===== src/bgm_pkg.sv =====
package bgm_pkg;

   typedef enum logic [2:0] {
      MODE_RUN  = 3'd0,
      MODE_SP   = 3'd1,
      MODE_MENU = 3'd2,
      MODE_KP   = 3'd3,
      MODE_KI   = 3'd4,
      MODE_KD   = 3'd5
   } mode_type;

   typedef enum logic [2:0] {
      CSR_LONG_PRESS   = 3'd0,
      CSR_DOUBLE_CLICK = 3'd1,
      CSR_BLINK        = 3'd2,
      CSR_INIT_SP      = 3'd3,
      CSR_INIT_FAN     = 3'd4,
      CSR_INIT_KP      = 3'd5,
      CSR_INIT_KI      = 3'd6,
      CSR_INIT_KD      = 3'd7
   } csr_index_type;

   localparam logic [15:0] LONG_PRESS_RST   = 16'd500;
   localparam logic [15:0] DOUBLE_CLICK_RST = 16'd300;
   localparam logic [15:0] BLINK_RST        = 16'd500;
   localparam logic [8:0]  INIT_SP_RST      = 9'd250;
   localparam logic [6:0]  INIT_FAN_RST     = 7'd100;
   localparam logic [15:0] INIT_GAIN_RST    = 16'd0;

   localparam logic signed [8:0]  FAN_MIN = 9'sd20;
   localparam logic signed [8:0]  FAN_MAX = 9'sd100;
   localparam logic signed [10:0] SP_MIN  = 11'sd50;
   localparam logic signed [10:0] SP_MAX  = 11'sd450;
   localparam logic signed [17:0] GAIN_MAX = 18'sd65535;

   function automatic mode_type single_next(input mode_type m, input logic [1:0] sel);
      mode_type r;
      case (m)
         MODE_RUN:  r = MODE_SP;
         MODE_SP:   r = MODE_RUN;
         MODE_MENU: r = (sel == 2'd0) ? MODE_KP : (sel == 2'd1) ? MODE_KI : MODE_KD;
         default:   r = MODE_MENU;
      endcase
      return r;
   endfunction

   function automatic mode_type double_next(input mode_type m);
      mode_type r;
      case (m)
         MODE_RUN:           r = MODE_MENU;
         MODE_SP, MODE_MENU: r = MODE_RUN;
         default:            r = MODE_MENU;
      endcase
      return r;
   endfunction

   function automatic mode_type long_next(input mode_type m);
      mode_type r;
      case (m)
         MODE_RUN:           r = MODE_RUN;
         MODE_SP, MODE_MENU: r = MODE_RUN;
         default:            r = MODE_MENU;
      endcase
      return r;
   endfunction

endpackage


===== src/button_gesture_menu_controller_unit.sv =====
// Button gesture and menu controller. Each req word is one millisecond tick
// (button level plus signed encoder detents); each tick yields exactly one rsp
// word with the menu mode, edited values and this tick's pulses. A tick is taken
// every clock cycle while the rsp register is empty or being drained, and its
// result is in the rsp register from the next cycle on; there is a single result
// register, and the unit keeps accepting while the far side drains it. csr writes
// to the initial_* registers also load the live setpoint, fan or gain at once.
module button_gesture_menu_controller_unit
   import bgm_pkg::*;
(
   input  logic        clock,
   input  logic        reset,
   input  logic        req_tvalid,
   output logic        req_tready,
   input  logic [7:0]  req_tdata,   // [0] button_level, [5:1] encoder_steps, [7:6] zero
   output logic        rsp_tvalid,
   input  logic        rsp_tready,
   // [2:0] ui_mode, [4:3] gain_choice, [13:5] setpoint_value, [20:14] fan_percent,
   // [36:21] kp_value, [52:37] ki_value, [68:53] kd_value, [69] blink_on,
   // [70] setpoint_commit, [71] fan_update, [72] gain_update, [79:73] zero
   output logic [79:0] rsp_tdata,
   input  logic        csr_valid,
   output logic        csr_ready,
   input  logic [2:0]  csr_index,
   input  logic [15:0] csr_data
);

   logic [15:0] long_press_ff, double_click_ff, blink_ticks_ff;
   logic [31:0] tick_ff, press_start_ff, last_click_ff, last_toggle_ff;
   logic [31:0] press_start_in, last_click_in, last_toggle_in;
   logic        button_prev_ff, pending_ff, pending_in, blink_ff, blink_in;
   mode_type    mode_ff, mode_in;
   logic [1:0]  sel_ff, sel_in;
   logic [8:0]  sp_ff, sp_in;
   logic [6:0]  fan_ff, fan_in;
   logic [15:0] kp_ff, ki_ff, kd_ff, kp_in, ki_in, kd_in;
   logic        rsp_valid_ff;
   logic [79:0] rsp_data_ff, rsp_data_in;

   logic        accept, level, commit, fan_pulse, gain_pulse, single_fire;
   logic signed [4:0] steps;
   mode_type    mode_mid;
   logic        pending_mid;

   assign accept     = req_tvalid & req_tready;
   assign req_tready = ~rsp_valid_ff | rsp_tready;
   assign csr_ready  = 1'b1;
   assign rsp_tvalid = rsp_valid_ff;
   assign rsp_tdata  = rsp_data_ff;
   assign level      = req_tdata[0];
   assign steps      = $signed(req_tdata[5:1]);

   // gesture decode and mode transitions
   always_comb begin
      logic [31:0] now, press_len, click_age;
      now            = tick_ff;
      press_len      = now - press_start_ff;
      click_age      = now - last_click_ff;
      press_start_in = press_start_ff;
      last_click_in  = last_click_ff;
      pending_mid    = pending_ff;
      mode_mid       = mode_ff;
      commit         = 1'b0;
      if (level && !button_prev_ff) begin
         press_start_in = now;
      end else if (!level && button_prev_ff) begin
         if (press_len < {16'd0, long_press_ff}) begin
            if (pending_ff && click_age < {16'd0, double_click_ff}) begin
               pending_mid = 1'b0;
               mode_mid    = double_next(mode_ff);
            end else begin
               pending_mid   = 1'b1;
               last_click_in = now;
            end
         end else begin
            commit   = (mode_ff == MODE_SP);
            mode_mid = long_next(mode_ff);
         end
      end
      // pending click older than the window becomes a single click
      single_fire = pending_mid && ((now - last_click_in) > {16'd0, double_click_ff});
      pending_in  = pending_mid & ~single_fire;
      mode_in     = mode_mid;
      if (single_fire) begin
         if (mode_mid == MODE_SP) commit = 1'b1;
         mode_in = single_next(mode_mid, sel_ff);
      end
   end

   // encoder edits in the resulting mode, blink
   always_comb begin
      logic signed [7:0]  steps8, mul5;
      logic signed [8:0]  mul10, fan_sum;
      logic signed [10:0] sp_sum;
      logic signed [17:0] gain_sum, gain_inc;
      logic [15:0]        gain_cur;
      logic [5:0]         sel_x, sel_r;
      logic [11:0]        sel_prod;
      logic [4:0]         sel_q;
      logic [31:0]        toggle_age;
      steps8   = {{3{steps[4]}}, steps};
      mul5     = (steps8 <<< 2) + steps8;
      mul10    = {mul5[7], mul5} <<< 1;
      fan_sum  = $signed({2'b00, fan_ff}) + {mul5[7], mul5};
      sp_sum   = $signed({2'b00, sp_ff}) + {{3{mul5[7]}}, mul5};
      // (sel + steps + 18) mod 3 via reciprocal 43/128, exact below 64
      sel_x    = 6'(7'({5'd0, sel_ff}) + 7'({{2{steps[4]}}, steps}) + 7'd18);
      sel_prod = 12'(sel_x) * 12'd43;
      sel_q    = sel_prod[11:7];
      sel_r    = sel_x - 6'(sel_q) * 6'd3;
      case (mode_in)
         MODE_KP: gain_cur = kp_ff;
         MODE_KI: gain_cur = ki_ff;
         default: gain_cur = kd_ff;
      endcase
      gain_inc = (mode_in == MODE_KP) ? {{9{mul10[8]}}, mul10} : {{13{steps[4]}}, steps};
      gain_sum = $signed({2'b00, gain_cur}) + gain_inc;
      if (gain_sum < 0) gain_sum = '0;
      else if (gain_sum > GAIN_MAX) gain_sum = GAIN_MAX;
      if (fan_sum < FAN_MIN) fan_sum = FAN_MIN;
      else if (fan_sum > FAN_MAX) fan_sum = FAN_MAX;
      if (sp_sum < SP_MIN) sp_sum = SP_MIN;
      else if (sp_sum > SP_MAX) sp_sum = SP_MAX;

      sel_in     = sel_ff;
      sp_in      = sp_ff;
      fan_in     = fan_ff;
      kp_in      = kp_ff;
      ki_in      = ki_ff;
      kd_in      = kd_ff;
      fan_pulse  = 1'b0;
      gain_pulse = 1'b0;
      if (steps != 5'sd0) begin
         case (mode_in)
            MODE_RUN: begin
               fan_in    = fan_sum[6:0];
               fan_pulse = 1'b1;
            end
            MODE_SP:   sp_in  = sp_sum[8:0];
            MODE_MENU: sel_in = sel_r[1:0];
            MODE_KP: begin
               kp_in      = gain_sum[15:0];
               gain_pulse = 1'b1;
            end
            MODE_KI: begin
               ki_in      = gain_sum[15:0];
               gain_pulse = 1'b1;
            end
            MODE_KD: begin
               kd_in      = gain_sum[15:0];
               gain_pulse = 1'b1;
            end
            default: ;
         endcase
      end

      toggle_age     = tick_ff - last_toggle_ff;
      last_toggle_in = last_toggle_ff;
      blink_in       = blink_ff;
      if (toggle_age > {16'd0, blink_ticks_ff}) begin
         last_toggle_in = tick_ff;
         blink_in       = ~blink_ff;
      end

      rsp_data_in = {7'd0, gain_pulse, fan_pulse, commit, blink_in, kd_in, ki_in, kp_in,
                     fan_in, sp_in, sel_in, mode_in};
   end

   always_ff @(posedge clock) begin
      if (reset) begin
         long_press_ff   <= LONG_PRESS_RST;
         double_click_ff <= DOUBLE_CLICK_RST;
         blink_ticks_ff  <= BLINK_RST;
         tick_ff         <= '0;
         press_start_ff  <= '0;
         last_click_ff   <= '0;
         last_toggle_ff  <= '0;
         button_prev_ff  <= 1'b0;
         pending_ff      <= 1'b0;
         blink_ff        <= 1'b0;
         mode_ff         <= MODE_RUN;
         sel_ff          <= '0;
         sp_ff           <= INIT_SP_RST;
         fan_ff          <= INIT_FAN_RST;
         kp_ff           <= INIT_GAIN_RST;
         ki_ff           <= INIT_GAIN_RST;
         kd_ff           <= INIT_GAIN_RST;
         rsp_valid_ff    <= 1'b0;
      end else begin
         if (accept) begin
            tick_ff        <= tick_ff + 32'd1;
            press_start_ff <= press_start_in;
            last_click_ff  <= last_click_in;
            last_toggle_ff <= last_toggle_in;
            button_prev_ff <= level;
            pending_ff     <= pending_in;
            blink_ff       <= blink_in;
            mode_ff        <= mode_in;
            sel_ff         <= sel_in;
            sp_ff          <= sp_in;
            fan_ff         <= fan_in;
            kp_ff          <= kp_in;
            ki_ff          <= ki_in;
            kd_ff          <= kd_in;
            rsp_valid_ff   <= 1'b1;
         end else if (rsp_tready) begin
            rsp_valid_ff <= 1'b0;
         end
         if (csr_valid) begin
            case (csr_index_type'(csr_index))
               CSR_LONG_PRESS:   long_press_ff   <= csr_data;
               CSR_DOUBLE_CLICK: double_click_ff <= csr_data;
               CSR_BLINK:        blink_ticks_ff  <= csr_data;
               CSR_INIT_SP:      sp_ff           <= csr_data[8:0];
               CSR_INIT_FAN:     fan_ff          <= csr_data[6:0];
               CSR_INIT_KP:      kp_ff           <= csr_data;
               CSR_INIT_KI:      ki_ff           <= csr_data;
               CSR_INIT_KD:      kd_ff           <= csr_data;
               default: ;
            endcase
         end
      end
   end

   always_ff @(posedge clock) begin
      if (accept) rsp_data_ff <= rsp_data_in;
   end

endmodule


===== config.mk =====
export PLATFORM = sky130hd
export DESIGN_NAME = button_gesture_menu_controller_unit
export DESIGN_NICKNAME = d
export VERILOG_FILES = /design/src/bgm_pkg.sv /design/src/button_gesture_menu_controller_unit.sv
export SDC_FILE = /design/constraint.sdc
export NUM_CORES = 1
export LEC_CHECK = 0
export BUFFER_PORTS_ARGS = -buffer_cell sky130_fd_sc_hd__buf_2
export CAP_MARGIN = 5
export CORE_MARGIN = 2
export CORE_UTILIZATION = 57
export CTS_CLUSTER_DIAMETER = 100
export DETAILED_ROUTE_END_ITERATION = 6
export MAX_ROUTING_LAYER = met4
export PLACE_DENSITY = 0.83
export RECOVER_POWER = 50
export SLEW_MARGIN = 0
export SYNTH_ARGS = -nofsm -noshare
export SYNTH_HDL_FRONTEND = slang
export SYNTH_SLANG_ARGS = --single-unit
export TNS_END_PERCENT = 5

===== constraint.sdc =====
create_clock -name clock -period 12.7 [get_ports clock]
set_input_delay 0.635 -clock clock [delete_from_list [all_inputs] [get_ports clock]]
set_output_delay 0.635 -clock clock [all_outputs]
set_load 0.005 [all_outputs]

Word level (Yosys, flattened, before mapping)
Cells that the tools add are included.
- div/mod/pow operators: 0
- multipliers: 2
- $add $sub $neg: 12
- magnitude comparators: 10
- shifts and indexed selects: 0
- bitwise logic cells: 6
- equal/unequal tests: 17
- reductions and logical operators: 21
- muxes and demuxes: 63
- operators with widths (kind ; number):
    16-bit two-way mux ; 17
    32-bit two-way mux ; 4
    32-bit subtractor ; 4
    32-bit by 16-bit > comparator with 1-bit output ; 2
    32-bit by 16-bit < comparator with 1-bit output ; 2
    9-bit two-way mux ; 7
    7-bit two-way mux ; 7
    32-bit by 1-bit adder with 32-bit output (second input constant) ; 1
    16-bit case mux with 2 select lines ; 1
    17-bit by 18-bit adder with 18-bit output ; 1
    3-bit by 2-bit == test with 1-bit output (second input constant) ; 6
    3-bit == test (second input constant) ; 6
    18-bit by 17-bit > comparator with 1-bit output (second input constant) ; 1
    18-bit by 1-bit < comparator with 1-bit output (second input constant) ; 1
    18-bit two-way mux ; 1
    3-bit two-way mux ; 6
    1-bit two-way mux ; 15
    3-bit by 1-bit == test with 1-bit output (second input constant) ; 4
    3-bit logical NOT ; 4
    6-bit by 6-bit multiplier with 12-bit output (second input constant) ; 1
    10-bit by 8-bit adder with 11-bit output ; 1
    11-bit by 10-bit > comparator with 1-bit output (second input constant) ; 1
    11-bit by 7-bit < comparator with 1-bit output (second input constant) ; 1
    2-bit AND reduction ; 5
    21 further kinds ; 32
- bits in latches: 0
- memories: 0
- RAM bits: 0
- ROM bits: 0
- output and inout bits: 83
- bits in registers: 322
- bits of input ports: 32

Logic depth before layout (Yosys ltp)
Gate-level depths: netlist of run 1.
- word-level depth: 22
- depth in mapped cells: 69
- depth with buffers taken out: 66

Worst setup path after synthesis of run 1
No wires, ideal clock.
- path kind: reg-to-reg
- start: register tick_ff[0]
- end: register rsp_data_ff[44] (netlist: rsp_tdata[44]) (data pin)
- buffers on the path: 5
- arrival: 12.208 ns
- slack: 0.232 ns
- setup time: 0.260 ns
- stages on the path, launching flop included: 68
- cell sequence: dfxtp_1 > clkbuf_1 > inv_1 > ha_1 > inv_1 > fa_1 > a211oi_2 > o21ai_2 > o211ai_1 > nand2_1 > inv_1 > o21ai_0 > xor2_1 > ha_1 > and3_1 > a22o_1 > o21ai_0 > nand4_1 > (+32 left out) > clkbuf_1 > o21ai_0 > ha_1 > a21o_1 > a21oi_1 > nor2b_1 > o21a_1 > o21ai_0 > a21o_1 > a31o_2 > o21ai_0 > a31oi_1 > nor2b_1 > and3_1 > o21bai_1 > clkbuf_1 > a21oi_1 > mux2_2
- cells in the longest elaborated chain, start to end: 19
- elaborated cells between the ends (all ways): 36
- ends and longest elaborated chain (element ; line ; text):
    from (decl) ; button_gesture_menu_controller_unit.sv:29 ; logic [31:0] tick_ff, press_start_ff, last_click_ff, last_toggle_ff;
    from (signal assigned) ; button_gesture_menu_controller_unit.sv:191 ; tick_ff <= tick_ff + 32'd1;
    32-bit subtractor ; button_gesture_menu_controller_unit.sv:58 ; click_age = now - last_click_ff;
    32-bit by 16-bit < comparator with 1-bit output ; button_gesture_menu_controller_unit.sv:68 ; if (pending_ff && click_age < {16'd0, double_click_ff}) begin
    1-bit logical AND ; button_gesture_menu_controller_unit.sv:68 ;
    32-bit two-way mux ; button_gesture_menu_controller_unit.sv:68 ;
    32-bit two-way mux ; button_gesture_menu_controller_unit.sv:67 ; if (press_len < {16'd0, long_press_ff}) begin
    32-bit two-way mux ; button_gesture_menu_controller_unit.sv:66 ; end else if (!level && button_prev_ff) begin
    32-bit two-way mux ; button_gesture_menu_controller_unit.sv:64 ; if (level && !button_prev_ff) begin
    32-bit subtractor ; button_gesture_menu_controller_unit.sv:81 ; single_fire = pending_mid && ((now - last_click_in) > {16'd0, double_click_ff});
    (+4 left out) ; - ;
    16-bit case mux with 2 select lines or 18-bit two-way mux (tied branches) ; button_gesture_menu_controller_unit.sv:111, button_gesture_menu_controller_unit.sv:116 ;
    17-bit by 18-bit adder with 18-bit output ; button_gesture_menu_controller_unit.sv:117 ; gain_sum = $signed({2'b00, gain_cur}) + gain_inc;
    18-bit by 17-bit > comparator with 1-bit output ; button_gesture_menu_controller_unit.sv:119 ; else if (gain_sum > GAIN_MAX) gain_sum = GAIN_MAX;
    16-bit two-way mux ; button_gesture_menu_controller_unit.sv:119 ;
    16-bit two-way mux ; button_gesture_menu_controller_unit.sv:118 ; if (gain_sum < 0) gain_sum = '0;
    16-bit two-way mux (*) ; button_gesture_menu_controller_unit.sv:134 ; case (mode_in)
    16-bit two-way mux (*) ; button_gesture_menu_controller_unit.sv:133 ; if (steps != 5'sd0) begin
    via ki_in[7] ; button_gesture_menu_controller_unit.sv:36 ; logic [15:0] kp_ff, ki_ff, kd_ff, kp_in, ki_in, kd_in;
    to (signal assigned) ; button_gesture_menu_controller_unit.sv:226 ; if (accept) rsp_data_ff <= rsp_data_in;
    to (decl) ; button_gesture_menu_controller_unit.sv:38 ; logic [79:0] rsp_data_ff, rsp_data_in;
Mark *: on every way through the listed nets, which the timed path passes. The rest lies on a longest branch.
A chain may end at the register's enable or synchronous reset.

Worst setup path in the final report of run 1
- start: register tick_ff[0]
- end: register rsp_data_ff[35] (netlist: rsp_tdata[35]) (data pin)
- cells in the longest elaborated chain, start to end: 19
- elaborated cells between the ends (all ways): 36
- ends and longest elaborated chain (element ; line ; text):
    32-bit subtractor ; button_gesture_menu_controller_unit.sv:58 ;
    32-bit by 16-bit < comparator with 1-bit output ; button_gesture_menu_controller_unit.sv:68 ;
    1-bit logical AND ; button_gesture_menu_controller_unit.sv:68 ;
    32-bit two-way mux ; button_gesture_menu_controller_unit.sv:68 ;
    32-bit two-way mux (*) ; button_gesture_menu_controller_unit.sv:67 ;
    32-bit two-way mux (*) ; button_gesture_menu_controller_unit.sv:66 ;
    32-bit two-way mux (*) ; button_gesture_menu_controller_unit.sv:64 ;
    via last_click_in[0] ; button_gesture_menu_controller_unit.sv:30 ; logic [31:0] press_start_in, last_click_in, last_toggle_in;
    (+5 left out) ; - ;
    16-bit case mux with 2 select lines or 18-bit two-way mux (tied branches) ; button_gesture_menu_controller_unit.sv:111, button_gesture_menu_controller_unit.sv:116 ;
    17-bit by 18-bit adder with 18-bit output ; button_gesture_menu_controller_unit.sv:117 ;
    18-bit by 17-bit > comparator with 1-bit output ; button_gesture_menu_controller_unit.sv:119 ;
    16-bit two-way mux ; button_gesture_menu_controller_unit.sv:119 ;
    16-bit two-way mux ; button_gesture_menu_controller_unit.sv:118 ;
    16-bit two-way mux (*) ; button_gesture_menu_controller_unit.sv:134 ;
    16-bit two-way mux (*) ; button_gesture_menu_controller_unit.sv:133 ;
    via kp_in[14] ; button_gesture_menu_controller_unit.sv:36 ;
Marks and branches as above.

==> results of run 1 <==
## layer usage
metal / vias to the layer above / GRT usage [%] / wire [µm]
li1: 11750 / - / -
met1: 11480 / 40.91 / 31400
met2: 1043 / 48.22 / 33520
met3: 199 / 4.031 / 6605
met4: 0 / 12.25 / 2781
met5: - / - / 0
## worst paths after layout
kind / slack, ns / endpoint
max reg2reg: 0.32 / rsp_tdata[35]
max: 0.32 / rsp_tdata[35]
min: 0.32 / rsp_tvalid
min reg2reg: 0.45 / last_click_ff[13]
## report_power, final
| part | switching [µW] | internal, µW | total (µW) |
|---|---|---|---|
| clock | 469 | 692 | 1160 |
| combinational | 537 | 382 | 919 |
| sequential | 23.3 | 1100 | 1120 |
| total | 1030 | 2180 | 3200 |
## kinds of logic after synthesis
family,after synthesis
AO/OA/AOI/OAI,958
XOR/XNOR,148
adder cells (fa/ha/maj),263
buffers and inverters,405
flip-flops,322
multiplexers,120
other,2
AND/OR/NAND/NOR,1018
## synth_stat cells (18+ instances only)
library cell,instances
o211ai_1,58
nor2b_1,31
or3_1,21
clkbuf_1,130
nand2_1,392
xor2_1,67
edfxtp_1,73
nand2b_1,30
o21ai_0,155
mux2_2,54
nand4_1,46
ha_1,250
o21a_1,28
nor3_1,62
and3_1,27
mux2i_1,60
nor2_1,247
xnor2_1,80
nand3_1,66
nor4_1,18
a211oi_1,42
a31oi_1,26
a21oi_1,405
a21o_1,69
inv_1,240
dfxtp_1,249
## state kept, by name, summed over array words and instances (netlist names)
signal	flops
rsp_tdata	73
last_click_ff	32
last_toggle_ff	32
press_start_ff	32
tick_ff	32
blink_ticks_ff	16
double_click_ff	16
kd_ff	16
ki_ff	16
kp_ff	16
long_press_ff	16
sp_ff	9
fan_ff	7
mode_ff	3
sel_ff	2
blink_ff	1
button_prev_ff	1
pending_ff	1
rsp_tvalid	1
## through the flow
stage	setup TNS (ns)	std cells	area (µm²)	utilization [%]	power (µW)
finish	0	3962	28800	65.13	3205
global route	-24.12	3962	28800	65.13	3368
CTS	0	3945	28220	63.83	3180
detailed placement	-8.152	3874	26840	60.70	2012
global placement	0	3874	26840	60.70	1989
floorplan	0	3242	25510	-	1793
## worst max-delay path, delay by kind of cell (launching register included)
| family | cells | cell delay, ns |
|---|---|---|
| fa+ha+maj | 8 | 2.33 |
| xor+xnor | 1 | 0.12 |
| mux | 2 | 0.49 |
| flops | 1 | 0.36 |
| buf+inv | 7 | 0.98 |
| simple gates | 20 | 2.84 |
| compound gates | 26 | 4.98 |
## timing repair
action	in CTS	in global routing
setup endpoints to repair	93	96
pin swaps	1	65
gates resized for setup	16	114
gates cloned	0	1
hold buffers	0	0
setup buffers	0	19
## cell type report
class / count / area, µm² / area share [%]
tap: 592 / 740.7 / 2.572
clock buffer: 55 / 1097 / 3.810
clock inverter: 16 / 227.7 / 0.7906
sequential: 322 / 7178 / 24.92
antenna: 2 / 5.005 / 0.01738
multi-input combinational: 2515 / 17260 / 59.92
inverter: 241 / 908.4 / 3.154
timing repair buffer: 219 / 1386 / 4.813
## layout by cell type, fill, tap and decap left out, types with 11 or more instances in the layout
master | synthesis | final
dfxtp_1 | 249 | 248
clkbuf_1 | 130 | 44
buf_4 | 12 | 102
xnor2_1 | 80 | 80
xor2_1 | 67 | 67
a21oi_2 | 1 | 12
clkbuf_16 | 0 | 40
ha_1 | 250 | 243
buf_2 | 17 | 75
nand3_1 | 66 | 65
nor2_1 | 247 | 244
a21oi_1 | 405 | 378
mux2i_1 | 60 | 60
nor2b_1 | 31 | 30
or3_1 | 21 | 20
and3_1 | 27 | 25
nor4_1 | 18 | 16
mux2_2 | 54 | 51
o21a_1 | 28 | 27
o21ai_0 | 155 | 147
a22o_1 | 17 | 17
a31oi_1 | 26 | 25
and2_1 | 16 | 15
o211ai_1 | 58 | 58
nand2_1 | 392 | 389
a21oi_4 | 0 | 16
nand4_1 | 46 | 46
o21ai_1 | 6 | 11
o2111ai_1 | 12 | 12
inv_1 | 240 | 238
a21o_1 | 69 | 69
a211oi_1 | 42 | 37
o21bai_1 | 17 | 16
nand2b_1 | 30 | 29
o31ai_1 | 11 | 11
nor3_1 | 62 | 57
edfxtp_1 | 73 | 73
==> results.sh, run 1 <==
export IMPL_ys_warnings_count=0
export IMPL_track_usage_pct=30.96
export IMPL_gp_congestion=1.039
export IMPL_io_pins=115
export IMPL_wire_per_inst_um=18.75
export IMPL_clock_skew_final_ns=0.03019
export IMPL_areaGrowthSynthToFinish_pct=13.01
export IMPL_synth_top_cell_by_area="dfxtp_1"
export IMPL_cpPeakStageDelay_ns=0.42
export IMPL_synth_compound_area_share_pct=23.40
export IMPL_path_clk_slew_ns=0.06
export IMPL_clock_path_buffers=3
export IMPL_fin_ws_ns=0.3204
export IMPL_violations="design-rule violations, max-capacitance violations, max-slew violations"
export IMPL_drive_gt1_share_pct=12.53
export IMPL_cp_startpoint="tick_ff[0]"
export IMPL_status="complete, but fails checks"
export IMPL_die_w_um=215.5
export IMPL_synth_edf_count=73
export IMPL_dieArea_mm2=0.04642
export IMPL_ant_nets=0
export IMPL_start_kind="register"
export IMPL_synth_area_per_cell_um2=7.876
export IMPL_finalSetupViolCount=0
export IMPL_synthFlopType="dfxtp_1"
export IMPL_drtIter0Drc=2510
export IMPL_clkLatencyLatePin_ns=0.58
export IMPL_crit_fanout=7
export IMPL_synth_top_family_by_area="compound AO/OA/AOI/OAI gates"
export IMPL_arrival_ns=12.69
export IMPL_core_mm2=0.04422
export IMPL_min_from="req_tvalid"
export IMPL_period_needed_ns=12.38
export IMPL_synth_mux_area_share_pct=5.007
export IMPL_gr_total_overflow=0
export IMPL_clock_sinks=322
export IMPL_ys_seq_elements=322
export IMPL_synth_area_mm2=0.02549
export IMPL_yosys_area_top_type_share_pct=19.56
export IMPL_crit_top_cell="a21oi_2"
export IMPL_slowest_stage="fa_2"
export IMPL_synth_cells=3236
export IMPL_endpoint_kind="register"
export IMPL_ys_types=104
export IMPL_drv_slew=299
export IMPL_cp_data_required_time_ns=13.01
export IMPL_worstSetupPathType="reg2reg"
export IMPL_slew_limit_headroom_pct=-201.5
export IMPL_hold_path_depth=3
export IMPL_cts_buffers=39
export IMPL_seq_area_frac_synth_pct=28.16
export IMPL_grt_pass1_vias=22250
export IMPL_p_leak_uw=0.01238
export IMPL_cts_tree="done"
export IMPL_grt_first_pass_wirelength_um=114100
export IMPL_fillers=3579
export IMPL_rows=77
export IMPL_fmax_mhz=80.78
export IMPL_antenna_found_initial=2
export IMPL_peakVddDrop_mv=0.1352
export IMPL_holdWs_ns=0.3244
export IMPL_r2r_cells=64
export IMPL_dp_worst_setup_slack_ns=-0.2131
export IMPL_synth_fa_ha_area_share_pct=13.29
export IMPL_max_cap_violations=5
export IMPL_grt_max_degree=107
export IMPL_cts_max_level=2
export IMPL_synth_area_top_cells="dfxtp_1 (20%), ha_1 (12%), edfxtp_1 (8.6%)"
export IMPL_async_reset_ff_share_pct=0
export IMPL_fin_crit_sh_pct=97.48
export IMPL_hold_viol=0
export IMPL_avgViaCountPerCell=6.177
export IMPL_drc_errors=1
export IMPL_nets=3633
export IMPL_drt_wl_total_um=74310
export IMPL_clockRootBuffer="clkbuf_16"
export IMPL_vias=24480
export IMPL_yosys_area_share_simple_pct=18.65
export IMPL_r2r_start="tick_ff[0]"
export IMPL_hpwlAfterDp_um=52680
export IMPL_die_h_um=215.5
export IMPL_drtPass1Iterations=7
export IMPL_synth_xor_area_share_pct=5.115
export IMPL_tightestPinTransition_ns=4.522
export IMPL_power_density_mw_per_mm2=111.3
export IMPL_initial_core_util_pct=57.64
export IMPL_port_buffers=104
export IMPL_holdCritPathClass="in2reg"
No activity file was read; power rests on OpenSTA's default activity.
==> run 2, diff against run 1 <==
--- a/config.mk
+++ b/config.mk
@@ -8,11 +8,12 @@
 export BUFFER_PORTS_ARGS = -buffer_cell sky130_fd_sc_hd__buf_2
 export CAP_MARGIN = 5
 export CORE_MARGIN = 2
-export CORE_UTILIZATION = 57
+export CORE_UTILIZATION = 48
 export CTS_CLUSTER_DIAMETER = 100
 export DETAILED_ROUTE_END_ITERATION = 6
+export HOLD_SLACK_MARGIN = 0.03
 export MAX_ROUTING_LAYER = met4
-export PLACE_DENSITY = 0.83
+export PLACE_DENSITY = 0.72
 export RECOVER_POWER = 50
 export SLEW_MARGIN = 0
 export SYNTH_ARGS = -nofsm -noshare
==> results.sh, run 2 (synthesized netlist as in run 1, its figures left out) <==
export IMPL_fmax_mhz=81.95
export IMPL_drtIter0Drc=1782
export IMPL_clockRootBuffer="clkbuf_16"
export IMPL_dp_cells=4018
export IMPL_r2r_cells=64
export IMPL_wire_per_inst_um=18.14
export IMPL_grt_max_degree=82
export IMPL_final_cells=4099
export IMPL_hold_path_depth=3
export IMPL_layout_common_cells="nand2_1 (390), a21oi_1 (381), nor2_1 (242), dfxtp_1 (242), ha_1 (235)"
export IMPL_max_cap_violations=4
export IMPL_areaGrowthSynthToFinish_pct=14.31
export IMPL_io_pins=115
export IMPL_grt_pass1_vias=22170
export IMPL_die_w_um=234.4
export IMPL_fin_crit_sh_pct=96.09
export IMPL_gr_total_overflow=0
export IMPL_slowest_stage="dfxtp_1"
export IMPL_tightestPinTransition_ns=3.063
export IMPL_violations="max-capacitance violations, max-slew violations"
export IMPL_worstSetupPathType="reg2reg"
export IMPL_drc_errors=0
export IMPL_clock_skew_final_ns=0.04543
export IMPL_r2r_slack_ns=0.50
export IMPL_r2r_end="rsp_tdata[55]"
export IMPL_peakVddDrop_mv=0.08696
export IMPL_hpwlAfterDp_um=54900
export IMPL_rows=84
export IMPL_antenna_found_initial=2
export IMPL_avgViaCountPerCell=5.836
export IMPL_initial_core_util_pct=48.50
export IMPL_fin_ws_ns=0.4969
export IMPL_clkLatencyLatePin_ns=0.60
export IMPL_power_density_mw_per_mm2=109.4
export IMPL_p_leak_uw=0.01252
export IMPL_whs_endpoint="rsp_tvalid"
export IMPL_ant_nets=0
export IMPL_largest_register_ffs=73
export IMPL_holdCritPathClass="in2reg"
export IMPL_hold_viol=0
export IMPL_cts_buffers=39
export IMPL_drtPass1Iterations=6
export IMPL_drv_slew=198
export IMPL_finalSetupViolCount=0
export IMPL_gp_congestion=0.9638
export IMPL_clock_sinks=322
export IMPL_grt_first_pass_wirelength_um=115700
export IMPL_min_from="req_tvalid"
export IMPL_final_common_cell="nand2_1"
export IMPL_cpPeakStageDelay_ns=0.47
export IMPL_drt_wl_total_um=74340
export IMPL_start_kind="register"
export IMPL_cp_data_required_time_ns=13.05
export IMPL_core_mm2=0.05255
export IMPL_dieArea_mm2=0.05496
export IMPL_vias=23920
export IMPL_arrival_ns=12.55
export IMPL_period_needed_ns=12.20
export IMPL_path_clk_slew_ns=0.06
export IMPL_cts_max_level=2
export IMPL_fin_util_pct=55.44
export IMPL_r2r_start="tick_ff[4]"
export IMPL_nets=3674
export IMPL_slew_limit_headroom_pct=-105.3
export IMPL_crit_fanout=8
export IMPL_endpoint_kind="register"
export IMPL_drive_gt1_share_pct=13.82
export IMPL_dp_worst_setup_slack_ns=-0.1193
export IMPL_port_buffers=104
export IMPL_die_h_um=234.4
export IMPL_track_usage_pct=27.10
export IMPL_fin_setup_tns_ns=0
export IMPL_cts_tree="done"
export IMPL_clock_path_buffers=3
export IMPL_status="complete, but fails checks"
[run 2: cell types whose count changed in the layout (fill, tap and decap cells not counted), sizes merged]
cell	previous run	this run
bufinv	4	3
buf	185	218
clkinvlp	1	5
clkinv	11	10
clkbuf	89	94
inv	241	242
[run 2: power breakdown]
part	total (µW)	switching [µW]	internal, µW	leakage [µW]
clock	1140	491	653	0.000612
combinational	919	534	384	0.00917
sequential	1130	24.1	1100	0.00274
[run 2: layout make-up]
type	count	area, µm²
Sequential cell	322	7188
Antenna cell	2	5.005
Clock buffer	52	1046
Multi-Input combinational cell	2515	17210
Fill cell	4895	23420
Tap cell	688	860.8
Clock inverter	19	240.2
Timing Repair Buffer	260	1677
Inverter	241	908.4
[run 2: worst max path at each step]
stage / end / startpoint / cells after the start
floorplan: rsp_tdata[44] / tick_ff[0] / 67
global placement: ki_ff[1] / tick_ff[0] / 66
detailed placement: ki_ff[1] / tick_ff[0] / 66
CTS: rsp_tdata[55] / tick_ff[0] / 68
global route: rsp_tdata[34] / tick_ff[6] / 69
finish: rsp_tdata[55] / tick_ff[4] / 64
[run 2: metal layers]
metal	track usage (%)	wire [µm]	vias to the layer above
met5	-	0	-
met4	8.255	2332	0
met3	3.210	5150	149
met2	42.78	33550	794
met1	36.39	33310	11130
li1	-	-	11850
[run 2: critical path, delay by kind of cell (launching register included)]
family | cells | cell delay, ns
compound gates | 28 | 5.26
xor+xnor | 1 | 0.16
fa+ha+maj | 7 | 2.01
buf+inv | 6 | 0.92
mux | 2 | 0.46
simple gates | 20 | 2.69
flops | 1 | 0.47
[run 2: stage by stage]
step	hold WS, ns	total power (µW)	cell area (µm²)
after floorplan	0.4319	1793	25510
after global placement	0.4377	2018	27340
after detailed placement	0.4430	2039	27340
after CTS	0.2874	3185	28660
after global routing	0.2982	3362	29130
final	0.3154	3188	29130
[run 2: what timing repair did]
| action | in CTS | in global routing |
|---|---|---|
| gates cloned | 0 | 0 |
| endpoints found under the setup margin | 74 | 96 |
| pin swaps | 1 | 61 |
| setup buffers | 0 | 9 |
| hold endpoints to repair | 0 | 0 |
| hold buffers | 0 | 0 |
| gates resized for setup | 9 | 115 |
